==> config.mk <==
export PLATFORM = sky130hd
export DESIGN_NAME = led_strip_spi_framer_core
export DESIGN_NICKNAME = d
export VERILOG_FILES = /design/src/design/lssf_pkg.sv /design/src/design/lssf_frame_calc.sv /design/src/design/led_strip_spi_framer_core.sv
export SDC_FILE = /design/constraint.sdc
export NUM_CORES = 1
export LEC_CHECK = 0
export ABC_AREA = 0
export ABC_CLOCK_PERIOD_IN_PS = 4400
export BUFFER_PORTS_ARGS = -buffer_cell sky130_fd_sc_hd__buf_2
export CAP_MARGIN = 20
export CORE_UTILIZATION = 58
export DETAILED_ROUTE_END_ITERATION = 6
export PLACE_DENSITY_LB_ADDON = 0.25
export SLEW_MARGIN = 5
export SYNTH_ARGS = -nofsm -noshare
export SYNTH_HDL_FRONTEND = slang
export SYNTH_SLANG_ARGS = --single-unit
==> constraint.sdc <==
create_clock -name clk -period 4.4 [get_ports clk]
set_clock_uncertainty 0.2 [all_clocks]
set_input_delay 0.44 -clock clk [delete_from_list [all_inputs] [get_ports clk]]
set_output_delay 0.44 -clock clk [all_outputs]
set_load 0.05 [all_outputs]
==> src/design/lssf_pkg.sv <==
// Package for the LED strip SPI framer: chip codes, register indexes,
// microcode word layout and the sequencer program. No dependencies.
`timescale 1ns / 1ps
`default_nettype none

package lssf_pkg;

  // Supported chip types; codes above WS2801 behave as WS2801
  typedef enum logic [2:0] {
    CHIP_APA102  = 3'd0,
    CHIP_P9813   = 3'd1,
    CHIP_LPD6803 = 3'd2,
    CHIP_LPD8806 = 3'd3,
    CHIP_WS2801  = 3'd4
  } chip_t;

  // Configuration register indexes
  typedef enum logic [1:0] {
    REG_CHIP_TYPE  = 2'd0,
    REG_BPP        = 2'd1,
    REG_PIXEL_CNT  = 2'd2,
    REG_BRIGHTNESS = 2'd3
  } reg_idx_t;

  localparam int CFG_DATA_W = 9;
  localparam int LEN_W      = 6;

  localparam logic [7:0] APA_HDR_BASE = 8'hE0;
  localparam logic [7:0] END_FILL_ONE = 8'hFF;
  localparam logic [7:0] ZERO_BYTE    = 8'h00;

  // Microprogram addresses
  typedef enum logic [2:0] {
    ST_WAIT  = 3'd0,
    ST_START = 3'd1,
    ST_HDR   = 3'd2,
    ST_PIX   = 3'd3,
    ST_END   = 3'd4
  } step_t;

  // Byte source of a step
  typedef enum logic [1:0] {
    SRC_ZERO = 2'd0,
    SRC_HDR  = 2'd1,
    SRC_CHAN = 2'd2,
    SRC_END  = 2'd3
  } src_t;

  // Repeat count source of a step
  typedef enum logic [1:0] {
    LEN_START = 2'd0,
    LEN_HDR   = 2'd1,
    LEN_BPP   = 2'd2,
    LEN_END   = 2'd3
  } len_t;

  // Jump condition: wait for an input transfer, or run out the count
  typedef enum logic {
    JMP_INPUT = 1'b0,
    JMP_COUNT = 1'b1
  } jmp_t;

  typedef struct packed {
    src_t  src;
    len_t  len_sel;
    jmp_t  jmp;
    logic  mark_item;  // flag the step's last byte as last of the item
    logic  mark_done;  // step's last byte closes the frame
    logic  upd_idx;    // advance the pixel index when the step finishes
    step_t next;
  } ctrl_t;

  // Per-item frame figures, from the calc block to the sequencer
  typedef struct packed {
    logic [LEN_W-1:0] start_len;
    logic [LEN_W-1:0] hdr_len;
    logic [LEN_W-1:0] bpp_len;
    logic [LEN_W-1:0] end_len;
    logic [7:0]       hdr_byte;
    logic [7:0]       end_byte;
    logic             last;
  } frame_t;

  // Sequencer program
  function automatic ctrl_t ucode(input step_t s);
    ctrl_t w;
    case (s)
      ST_WAIT:  w = '{SRC_ZERO, LEN_START, JMP_INPUT, 1'b0, 1'b0, 1'b0, ST_START};
      ST_START: w = '{SRC_ZERO, LEN_START, JMP_COUNT, 1'b0, 1'b0, 1'b0, ST_HDR};
      ST_HDR:   w = '{SRC_HDR,  LEN_HDR,   JMP_COUNT, 1'b0, 1'b0, 1'b0, ST_PIX};
      ST_PIX:   w = '{SRC_CHAN, LEN_BPP,   JMP_COUNT, 1'b1, 1'b0, 1'b0, ST_END};
      ST_END:   w = '{SRC_END,  LEN_END,   JMP_COUNT, 1'b1, 1'b1, 1'b1, ST_WAIT};
      default:  w = '{SRC_ZERO, LEN_START, JMP_INPUT, 1'b0, 1'b0, 1'b0, ST_WAIT};
    endcase
    return w;
  endfunction

endpackage

`default_nettype wire

==> src/design/lssf_frame_calc.sv <==
// Frame figures for one pixel: start/header/end lengths, header and fill
// bytes, last-pixel flag. Uses lssf_pkg.
`timescale 1ns / 1ps
`default_nettype none

module lssf_frame_calc
  import lssf_pkg::*;
#(
  parameter int MAX_PIXELS = 256,
  parameter int IDX_W      = 8
) (
  input  wire logic [2:0]       chip_type,
  input  wire logic [2:0]       bytes_per_pixel,
  input  wire logic [8:0]       pixel_count,
  input  wire logic [4:0]       global_brightness,
  input  wire logic [7:0]       ch0,
  input  wire logic [7:0]       ch1,
  input  wire logic [7:0]       ch2,
  input  wire logic [IDX_W-1:0] pixel_index,
  output frame_t                frame
);

  localparam logic [8:0] MAX_N = 9'(MAX_PIXELS);

  chip_t      chip;
  logic [8:0] npix;
  logic [9:0] n_up32;
  logic [9:0] n_up16;
  logic [9:0] n_up8;
  logic [LEN_W-1:0] ceil32;
  logic [LEN_W-1:0] ceil16;
  logic [LEN_W-1:0] ceil8;
  logic       first;

  // Clamp registers into their working ranges
  always_comb begin
    if (chip_type > CHIP_WS2801) chip = CHIP_WS2801;
    else                         chip = chip_t'(chip_type);
    if (pixel_count == 9'd0)     npix = 9'd1;
    else if (pixel_count > MAX_N) npix = MAX_N;
    else                         npix = pixel_count;
  end

  // Rounded-up pixel counts by 32, 16, 8
  assign n_up32 = {1'b0, npix} + 10'd31;
  assign n_up16 = {1'b0, npix} + 10'd15;
  assign n_up8  = {1'b0, npix} + 10'd7;
  assign ceil32 = LEN_W'(n_up32[9:5]);
  assign ceil16 = LEN_W'(n_up16[9:4]);
  assign ceil8  = LEN_W'(n_up8[9:3]);

  assign first = (pixel_index == '0);

  always_comb begin
    frame = '0;
    frame.last = (10'(pixel_index) + 10'd1) >= {1'b0, npix};

    if (bytes_per_pixel < 3'd2)      frame.bpp_len = LEN_W'(2);
    else if (bytes_per_pixel > 3'd4) frame.bpp_len = LEN_W'(4);
    else                             frame.bpp_len = LEN_W'(bytes_per_pixel);

    // Start frame
    if (first) begin
      case (chip)
        CHIP_LPD8806: frame.start_len = ceil32;
        CHIP_WS2801:  frame.start_len = '0;
        default:      frame.start_len = LEN_W'(4);
      endcase
    end

    // Pixel header
    case (chip)
      CHIP_APA102: begin
        frame.hdr_len  = LEN_W'(1);
        frame.hdr_byte = APA_HDR_BASE | {3'b000, global_brightness};
      end
      CHIP_P9813: begin
        frame.hdr_len  = LEN_W'(1);
        frame.hdr_byte = {2'b11, ~ch0[7:6], ~ch1[7:6], ~ch2[7:6]};
      end
      default: begin
        frame.hdr_len  = '0;
        frame.hdr_byte = ZERO_BYTE;
      end
    endcase

    // End frame
    frame.end_byte = (chip == CHIP_LPD8806) ? END_FILL_ONE : ZERO_BYTE;
    if (frame.last) begin
      case (chip)
        CHIP_APA102:  frame.end_len = ceil16;
        CHIP_LPD6803: frame.end_len = ceil8;
        CHIP_LPD8806: frame.end_len = ceil32;
        CHIP_P9813:   frame.end_len = LEN_W'(4);
        default:      frame.end_len = '0;
      endcase
    end
  end

endmodule

`default_nettype wire

==> src/design/led_strip_spi_framer_core.sv <==
// Top level of the LED strip SPI framer: config registers, microcoded
// byte sequencer and output register. Uses lssf_pkg and lssf_frame_calc.
`timescale 1ns / 1ps
`default_nettype none

// Takes one pixel (two to four channel bytes) per input transfer and emits
// the wire bytes for a two-wire clocked LED strip, one byte per output
// transfer: start frame on the first pixel, a per-pixel header for APA102
// and P9813, the channel bytes, and the end frame on the last pixel. One
// pixel is taken at a time. A short microprogram of five steps (wait, start,
// header, pixel, end) runs the datapath; a step emits one byte per cycle
// while the output is not stalled, and a step with nothing to send emits
// no byte. m_tlast marks the final byte of the frame, m_tuser[0] the last
// byte of a pixel's channel bytes and the final byte of the end frame.

module led_strip_spi_framer_core
  import lssf_pkg::*;
#(
  parameter int MAX_PIXELS = 256
) (
  input  wire logic                  clk,
  input  wire logic                  rst,
  // config write port
  input  wire logic                  cfg_we,
  input  wire logic [1:0]            cfg_addr,
  input  wire logic [CFG_DATA_W-1:0] cfg_data,
  // pixel input
  input  wire logic                  s_tvalid,
  output logic                       s_tready,
  input  wire logic [31:0]           s_tdata,   // channel_0, channel_1, channel_2, channel_3
  // wire byte output
  output logic                       m_tvalid,
  input  wire logic                  m_tready,
  output logic [7:0]                 m_tdata,   // wire_byte
  output logic                       m_tlast,   // frame_done
  output logic [0:0]                 m_tuser    // item_last
);

  localparam int IDX_W = (MAX_PIXELS > 1) ? $clog2(MAX_PIXELS) : 1;

  // Configuration registers
  logic [2:0] chip_type;
  logic [2:0] bytes_per_pixel;
  logic [8:0] pixel_count;
  logic [4:0] global_brightness;

  // Sequencer and datapath state
  step_t            pc, pc_next;
  logic [LEN_W-1:0] cnt, cnt_next;
  logic [IDX_W-1:0] pixel_index, pixel_index_next;
  logic [7:0]       ch [4];

  ctrl_t            cw;
  frame_t           frame;
  logic [LEN_W-1:0] len;
  logic             slot_free;
  logic             step_last;
  logic             emit;
  logic             load_ch;
  logic [7:0]       out_byte;
  logic             out_done;
  logic             out_item;

  // Config writes
  always_ff @(posedge clk) begin
    if (rst) begin
      chip_type         <= 3'd0;
      bytes_per_pixel   <= 3'd3;
      pixel_count       <= 9'd1;
      global_brightness <= 5'd31;
    end else if (cfg_we) begin
      case (reg_idx_t'(cfg_addr))
        REG_CHIP_TYPE:  chip_type         <= cfg_data[2:0];
        REG_BPP:        bytes_per_pixel   <= cfg_data[2:0];
        REG_PIXEL_CNT:  pixel_count       <= cfg_data[8:0];
        REG_BRIGHTNESS: global_brightness <= cfg_data[4:0];
        default: ;
      endcase
    end
  end

  lssf_frame_calc #(
    .MAX_PIXELS (MAX_PIXELS),
    .IDX_W      (IDX_W)
  ) u_calc (
    .chip_type         (chip_type),
    .bytes_per_pixel   (bytes_per_pixel),
    .pixel_count       (pixel_count),
    .global_brightness (global_brightness),
    .ch0               (ch[0]),
    .ch1               (ch[1]),
    .ch2               (ch[2]),
    .pixel_index       (pixel_index),
    .frame             (frame)
  );

  // Control word fetch and repeat count
  assign cw = ucode(pc);

  always_comb begin
    case (cw.len_sel)
      LEN_START: len = frame.start_len;
      LEN_HDR:   len = frame.hdr_len;
      LEN_BPP:   len = frame.bpp_len;
      LEN_END:   len = frame.end_len;
      default:   len = '0;
    endcase
  end

  assign slot_free = !m_tvalid || m_tready;
  assign step_last = (cnt + LEN_W'(1)) == len;
  assign s_tready  = (cw.jmp == JMP_INPUT);

  // Next step, repeat counter and pixel index
  always_comb begin
    pc_next          = pc;
    cnt_next         = cnt;
    pixel_index_next = pixel_index;
    emit             = 1'b0;
    load_ch          = 1'b0;
    case (cw.jmp)
      JMP_INPUT: begin
        if (s_tvalid) begin
          load_ch  = 1'b1;
          pc_next  = cw.next;
          cnt_next = '0;
        end
      end
      JMP_COUNT: begin
        if (len == '0) begin
          pc_next  = cw.next;
          cnt_next = '0;
        end else if (slot_free) begin
          emit = 1'b1;
          if (step_last) begin
            pc_next  = cw.next;
            cnt_next = '0;
          end else begin
            cnt_next = cnt + LEN_W'(1);
          end
        end
        if (cw.upd_idx && (pc_next != pc)) begin
          pixel_index_next = frame.last ? '0 : pixel_index + IDX_W'(1);
        end
      end
      default: ;
    endcase
  end

  // Byte and flags of the current step
  always_comb begin
    case (cw.src)
      SRC_ZERO: out_byte = ZERO_BYTE;
      SRC_HDR:  out_byte = frame.hdr_byte;
      SRC_CHAN: out_byte = ch[cnt[1:0]];
      SRC_END:  out_byte = frame.end_byte;
      default:  out_byte = ZERO_BYTE;
    endcase
    out_item = cw.mark_item && step_last;
    out_done = out_item && frame.last && (cw.mark_done || (frame.end_len == '0));
  end

  // Sequencer registers
  always_ff @(posedge clk) begin
    if (rst) begin
      pc          <= ST_WAIT;
      cnt         <= '0;
      pixel_index <= '0;
    end else begin
      pc          <= pc_next;
      cnt         <= cnt_next;
      pixel_index <= pixel_index_next;
    end
  end

  // Pixel latch
  always_ff @(posedge clk) begin
    if (load_ch) begin
      ch[0] <= s_tdata[7:0];
      ch[1] <= s_tdata[15:8];
      ch[2] <= s_tdata[23:16];
      ch[3] <= s_tdata[31:24];
    end
  end

  // Output register
  always_ff @(posedge clk) begin
    if (rst) begin
      m_tvalid <= 1'b0;
    end else if (emit) begin
      m_tvalid <= 1'b1;
    end else if (m_tready) begin
      m_tvalid <= 1'b0;
    end
  end

  always_ff @(posedge clk) begin
    if (emit) begin
      m_tdata    <= out_byte;
      m_tlast    <= out_done;
      m_tuser[0] <= out_item;
    end
  end

endmodule

`default_nettype wire

* Word level (Yosys, flattened, before mapping) *
Memory sizes are Yosys's and may differ from the RTL's. A register that Yosys moved wholly into a read port is not among the register bits.
Cells that the tools add are included.

storage, ports and cells
  output and inout port bits = 12
  RAM bits = 32
  bits of input ports = 48
  memories kept = 1
  word-level logic and storage cells = 110
  flip-flop bits (word level) = 48

memories
  name  words  width  read ports  clocked after Yosys merged registers in  write ports  RTL line                         RTL
  ch    4      8      4           1                                        4            led_strip_spi_framer_core.sv:51  logic [7:0] ch [4];

cells by class
  mux-type cells = 38
  reductions and logical operators = 24
  add/sub/neg operators = 6
  $lt $le $gt $ge = 5
  equality and inequality tests = 21
  bitwise gates (word level) = 4

operators with widths
  operator                count
  $pmux W11 S5            1
  $pmux W6 S4             2
  $mux W6                 7
  $pmux W8 S4             1
  $mux W3                 7
  $mux W9                 2
  $mux W8                 2
  $pmux W8 S2             1
  $eq A2 B2 Y1 const B    6
  $eq A3 B2 Y1 const B    4
  $logic_not A6 Y1        2
  $pmux W6 S2             1
  $reduce_and A2 Y1       6
  $add A9 B4 Y10 const B  1
  $add A9 B5 Y10 const B  1
  $ge A10 B9 Y1           1
  $mux W1                 10
  $pmux W5 S2             1
  $add A8 B1 Y9 const B   1
  $add A9 B3 Y9 const B   1
  $gt A9 B9 Y1 const B    1
  $logic_not A9 Y1        1
  $add A8 B1 Y8 const B   1
  $logic_not A8 Y1        1
  21 further kinds        36

* Longest topological paths before layout *
  depth in word-level cells = 15
  gate-level depth with buffers = 16
  mapped depth without buffers = 15

* By module *
A second synthesis with hierarchy kept.

second synthesis, totals
  cell total of the unflattened synthesis = 558
  area total of the unflattened synthesis = 5263.8 µm²

modules (own cells, without submodules)
  module                     area each (µm²)  cells an instance  instances  sequential area each (µm²)
  led_strip_spi_framer_core  4169.0           385                1          2062.0
  lssf_frame_calc            1094.8           173                1          0.0

* Worst setup path after synthesis *
Ideal clock, no wire load.

  kind = reg-to-reg
  start point = reg pixel_index[0]
  end point = reg pc[1]
  path buffers = 0
  setup slack = 0.499 ns
  stages on the path, launching flop included = 16
  library setup time = 0.074 ns
  arrival = 3.627 ns
  clock period less this slack = 3.901 ns
  required time = 4.126 ns
  path through = dfxtp_1 > ha_1 > and3_1 > and3_1 > xor2_1 > ha_1 > o211ai_1 > o21ai_0 > a41oi_1 > nor4_1 > a221oi_1 > xnor2_1 > nor4_4 > a21oi_2 > or4_1 > a31oi_1

between the ends
  word-level cells in the longest chain between the ends = 10
  elaborated cells between the ends (all ways) = 13

RTL lines
  what                    RTL line                          RTL
  from (decl)             led_strip_spi_framer_core.sv:50   logic [IDX_W-1:0] pixel_index, pixel_index_next;
  from (signal assigned)  led_strip_spi_framer_core.sv:172  pixel_index <= pixel_index_next;
  $add A8 B1 Y9           lssf_frame_calc.sv:56             frame.last = (10'(pixel_index) + 10'd1) >= {1'b0, npix};
  $ge A10 B9 Y1           lssf_frame_calc.sv:56
  $mux W6                 lssf_frame_calc.sv:89             if (frame.last) begin
  $pmux W6 S4 (*)         led_strip_spi_framer_core.sv:101  case (cw.len_sel)
  $eq A6 B6 Y1            led_strip_spi_framer_core.sv:111  assign step_last = (cnt + LEN_W'(1)) == len;
  $mux W3                 led_strip_spi_framer_core.sv:135  if (step_last) begin
  $mux W3                 led_strip_spi_framer_core.sv:133  end else if (slot_free) begin
  $mux W3 (*)             led_strip_spi_framer_core.sv:130  if (len == '0) begin
  $mux W3 (*)             led_strip_spi_framer_core.sv:121  case (cw.jmp)
  $pmux W3 S2 (*)         led_strip_spi_framer_core.sv:121
  to (signal assigned)    led_strip_spi_framer_core.sv:170  pc <= pc_next;
  to (decl)               led_strip_spi_framer_core.sv:48   step_t pc, pc_next;

Mark *: on every way between the ends. The rest lies on a longest branch, timed or not. The select of a mux whose other input is x is not followed.
A chain may end at the register's enable or synchronous reset.

* Worst setup path in the final report *
  start point = reg pixel_index[2]
  end point = reg pc[1]

The elaborated chain is that of the path after synthesis.

==> impl_metrics.py <==
metrics = {
    "run_status": {
        "status": "completed",
    },
    "timing": {
        "slew_viol_final": 0,
        "finalHoldViolCount": 0,
        "layout_setup_ws_ns": 0.155,
        "min_period_ns": 4.24,
        "fmax_mhz": 236,
        "tns_ns": 0,
        "fin_crit_sh": 0.965,
        "timing.slew.headroom": 0.512,
        "tightest_slew_ns": 0.714,
        "hold_slack_ns": 0.0411,
        "setup_violations": 0,
    },
    "clocking": {
        "clkTransAtPathRegs_ns": 0.10,
        "cts_made_buffers": 9,
        "cts_buffer_depth": 2,
        "clock_latency_ns": 0.37,
        "htree_levels": 3,
        "ctsHoldBuffers": 0,
        "numClockSinks": 82,
        "root_buffer": "clkbuf_8",
        "cts_tree": "done",
    },
    "setup_path": {
        "cp_top_family": "compound AO/OA/AOI/OAI gates",
        "path_class": "flop to flop",
        "crit_path_max_fanout": 7,
        "worstPathArrival_ns": 4.32,
        "cp_num_buf_inv": 0,
        "crit_path_frequent_cell": "nor4_4",
        "path_depth": 15,
        "reg2regPathDepth": 15,
        "cp-start-kind": "flop",
        "regToRegSetupSlack_ns": 0.16,
        "required_ns": 4.48,
        "crit_path_top_delay_cell": "or4_1",
        "end_kind": "flop",
        "max_stage_delay_ns": 0.41,
        "r2r-start": "pixel_index[2]",
        "cp-endpoint": "pc[1]",
        "r2r-end": "pc[1]",
        "critical_path.cell_chain": "and3_4 > and3_2 > nand3_1 > xnor2_2 > ha_1 > a211oi_2 > o21ai_1 > a41oi_2 > nor4_4 > o211a_1 > a211o_1 > nor4_4 > a21oi_4 > or4_1 > a31oi_1",
        "critPathLaunch": "pixel_index[2]",
    },
    "power": {
        "p_leak_nw": 2.02,
        "swShare": 0.412,
        "p_switching_mw": 1.11,
        "pwr-share-comb": 0.400,
        "total_power_mw": 2.70,
        "p_clk_frac": 0.190,
        "p_int_mw": 1.59,
        "power_density_nw_per_um2": 518,
        "seq_power_share": 0.410,
        "vdd.ir_drop.worst_uv": 273,
    },
    "final_layout": {
        "diodes": 0,
        "area_growth_pct": 15.8,
        "final_util": 0.707,
        "finalNetCount": 585,
        "layout-drive-gt1-share": 0.243,
    },
    "global_routing": {
        "grt.overflow.total": 0,
        "grt_usage": 0.267,
        "grt_max_degree": 45,
        "first_global_vias": 3558,
        "grt_pass1_wl_um": 17200,
        "antenna_found_initial": 0,
    },
    "route": {
        "drt-initial-drc-count": 259,
        "via_per_inst": 6.16,
        "wl_per_cell_um": 17.1,
        "drcViolationCount": 0,
        "drtPass1Iterations": 5,
        "wl_um": 10800,
        "ant_nets": 0,
        "via_count": 3875,
    },
    "floorplan": {
        "start_util": 0.610,
        "coreArea_um2": 7370,
        "die_h_um": 90.1,
        "rows": 31,
        "die_x_um": 90.1,
        "die_area_um2": 8110,
        "pin_count": 60,
    },
    "place": {
        "portBuffers": 59,
        "post-place-ws_ns": -0.0971,
        "routabilityCongestion": 0.935,
        "dp_hpwl_um": 7540,
    },
    "yosys": {
        "avgSynthCellArea_um2": 9.72,
        "synth_area_um2": 4500,
        "synth_ff_type": "edfxtp_1",
        "synth.net_count": 523,
        "synth-edff-count": 42,
        "ys_seq_area_frac": 0.458,
        "synth-async-reset-ratio": 0,
        "ys_types": 63,
        "ys_ff_latch": 82,
        "yosys_warnings": 0,
        "syn_inst": 463,
    },
    "hold_path": {
        "hold_class": "input port to flop",
        "hold_start": "s_tdata[13]",
    },
    "run": {
        "maxCapViolations": 0,
    },
}
-- layer usage --
metal / track usage / wire length [µm]
met4: 0.101 / 229
met3: 0.0423 / 702
met5: 0 / 0
met2: 0.424 / 5050
met1: 0.370 / 4800
-- registers in the layout (all words and copies together), names as in the netlist, named ones only --
name	cells
chip_type	3
m_tlast	1
ch	32
m_tvalid	1
global_brightness	5
pixel_count	9
bytes_per_pixel	3
m_tuser	1
cnt	6
pixel_index	8
pc	3
m_tdata	8
-- worst min path at each step --
stage / to / depth (start not counted)
final: ch[1][5] / 1
after global routing: ch[2][2] / 1
after CTS: ch[2][5] / 1
after detailed placement: bytes_per_pixel[1] / 1
after global placement: bytes_per_pixel[0] / 1
after floorplan: global_brightness[1] / 2
-- stage by stage --
| stage | area, µm² | std cells |
|---|---|---|
| floorplan | 4500 | 463 |
| global placement | 4900 | 607 |
| detailed placement | 4900 | 607 |
| CTS | 5110 | 623 |
| global route | 5210 | 629 |
| finish | 5210 | 629 |
-- final cells by class --
cell class | count | area, µm²
inverter | 13 | 48.8
fill | 555 | 2160
clock inverter | 6 | 50.0
tap | 99 | 124
timing repair buffer | 76 | 423
multi-input combinational | 343 | 2370
sequential | 82 | 2070
clock buffer | 10 | 128
-- cells in the mapped netlist, types with 5 or more instances --
master / count / area [µm²]
a211o_1: 5 / 43.8
a21oi_1: 25 / 125
a22oi_1: 5 / 37.5
and2_1: 6 / 37.5
and3_1: 8 / 50.1
clkbuf_1: 21 / 78.8
dfxtp_1: 40 / 801
edfxtp_1: 42 / 1260
ha_1: 12 / 150
inv_1: 13 / 48.8
mux4_2: 8 / 180
nand2_1: 50 / 188
nand2b_1: 9 / 56.3
nand3_1: 21 / 105
nand3b_1: 9 / 67.6
nor2_1: 36 / 135
nor2b_1: 8 / 50.1
nor3_1: 5 / 25.0
o211ai_1: 9 / 67.6
o21ai_0: 29 / 145
or3_1: 6 / 37.5
xnor2_1: 8 / 70.1
xor2_1: 12 / 105
-- cell families after synthesis --
family | synth area share
DFF | 0.458
and+or+nand+nor | 0.230
AOI/OAI and AO/OA | 0.157
adders and majority gates | 0.0334
muxes | 0.0490
xor gates and xnor gates | 0.0389
buffers and inverters | 0.0331
-- timing repair --
action,CTS,global route
endpoints found under the setup margin,13,31
pin swaps,0,5
gates resized for setup,4,19
setup buffers,0,6
-- power groups by stage --
stage | clock (mW) | sequential, mW | combinational (mW)
final | 0.513 | 1.10 | 1.08
after floorplan | 0 | 1.25 | 0.562
after global placement | 0 | 1.11 | 0.933
after global routing | 0.542 | 1.13 | 1.15
after CTS | 0.510 | 1.11 | 0.969
after detailed placement | 0 | 1.12 | 0.962
-- cells in the final DEF (no fill, tap or decap), types with 13 or more instances in the layout --
master,count
buf_2,59
inv_1,13
nand3_1,21
nand2_1,50
a21oi_1,25
nor2_1,34
buf_4,17
o21ai_0,28
edfxtp_1,42
dfxtp_1,37
Power figures use the tool's default switching activity.
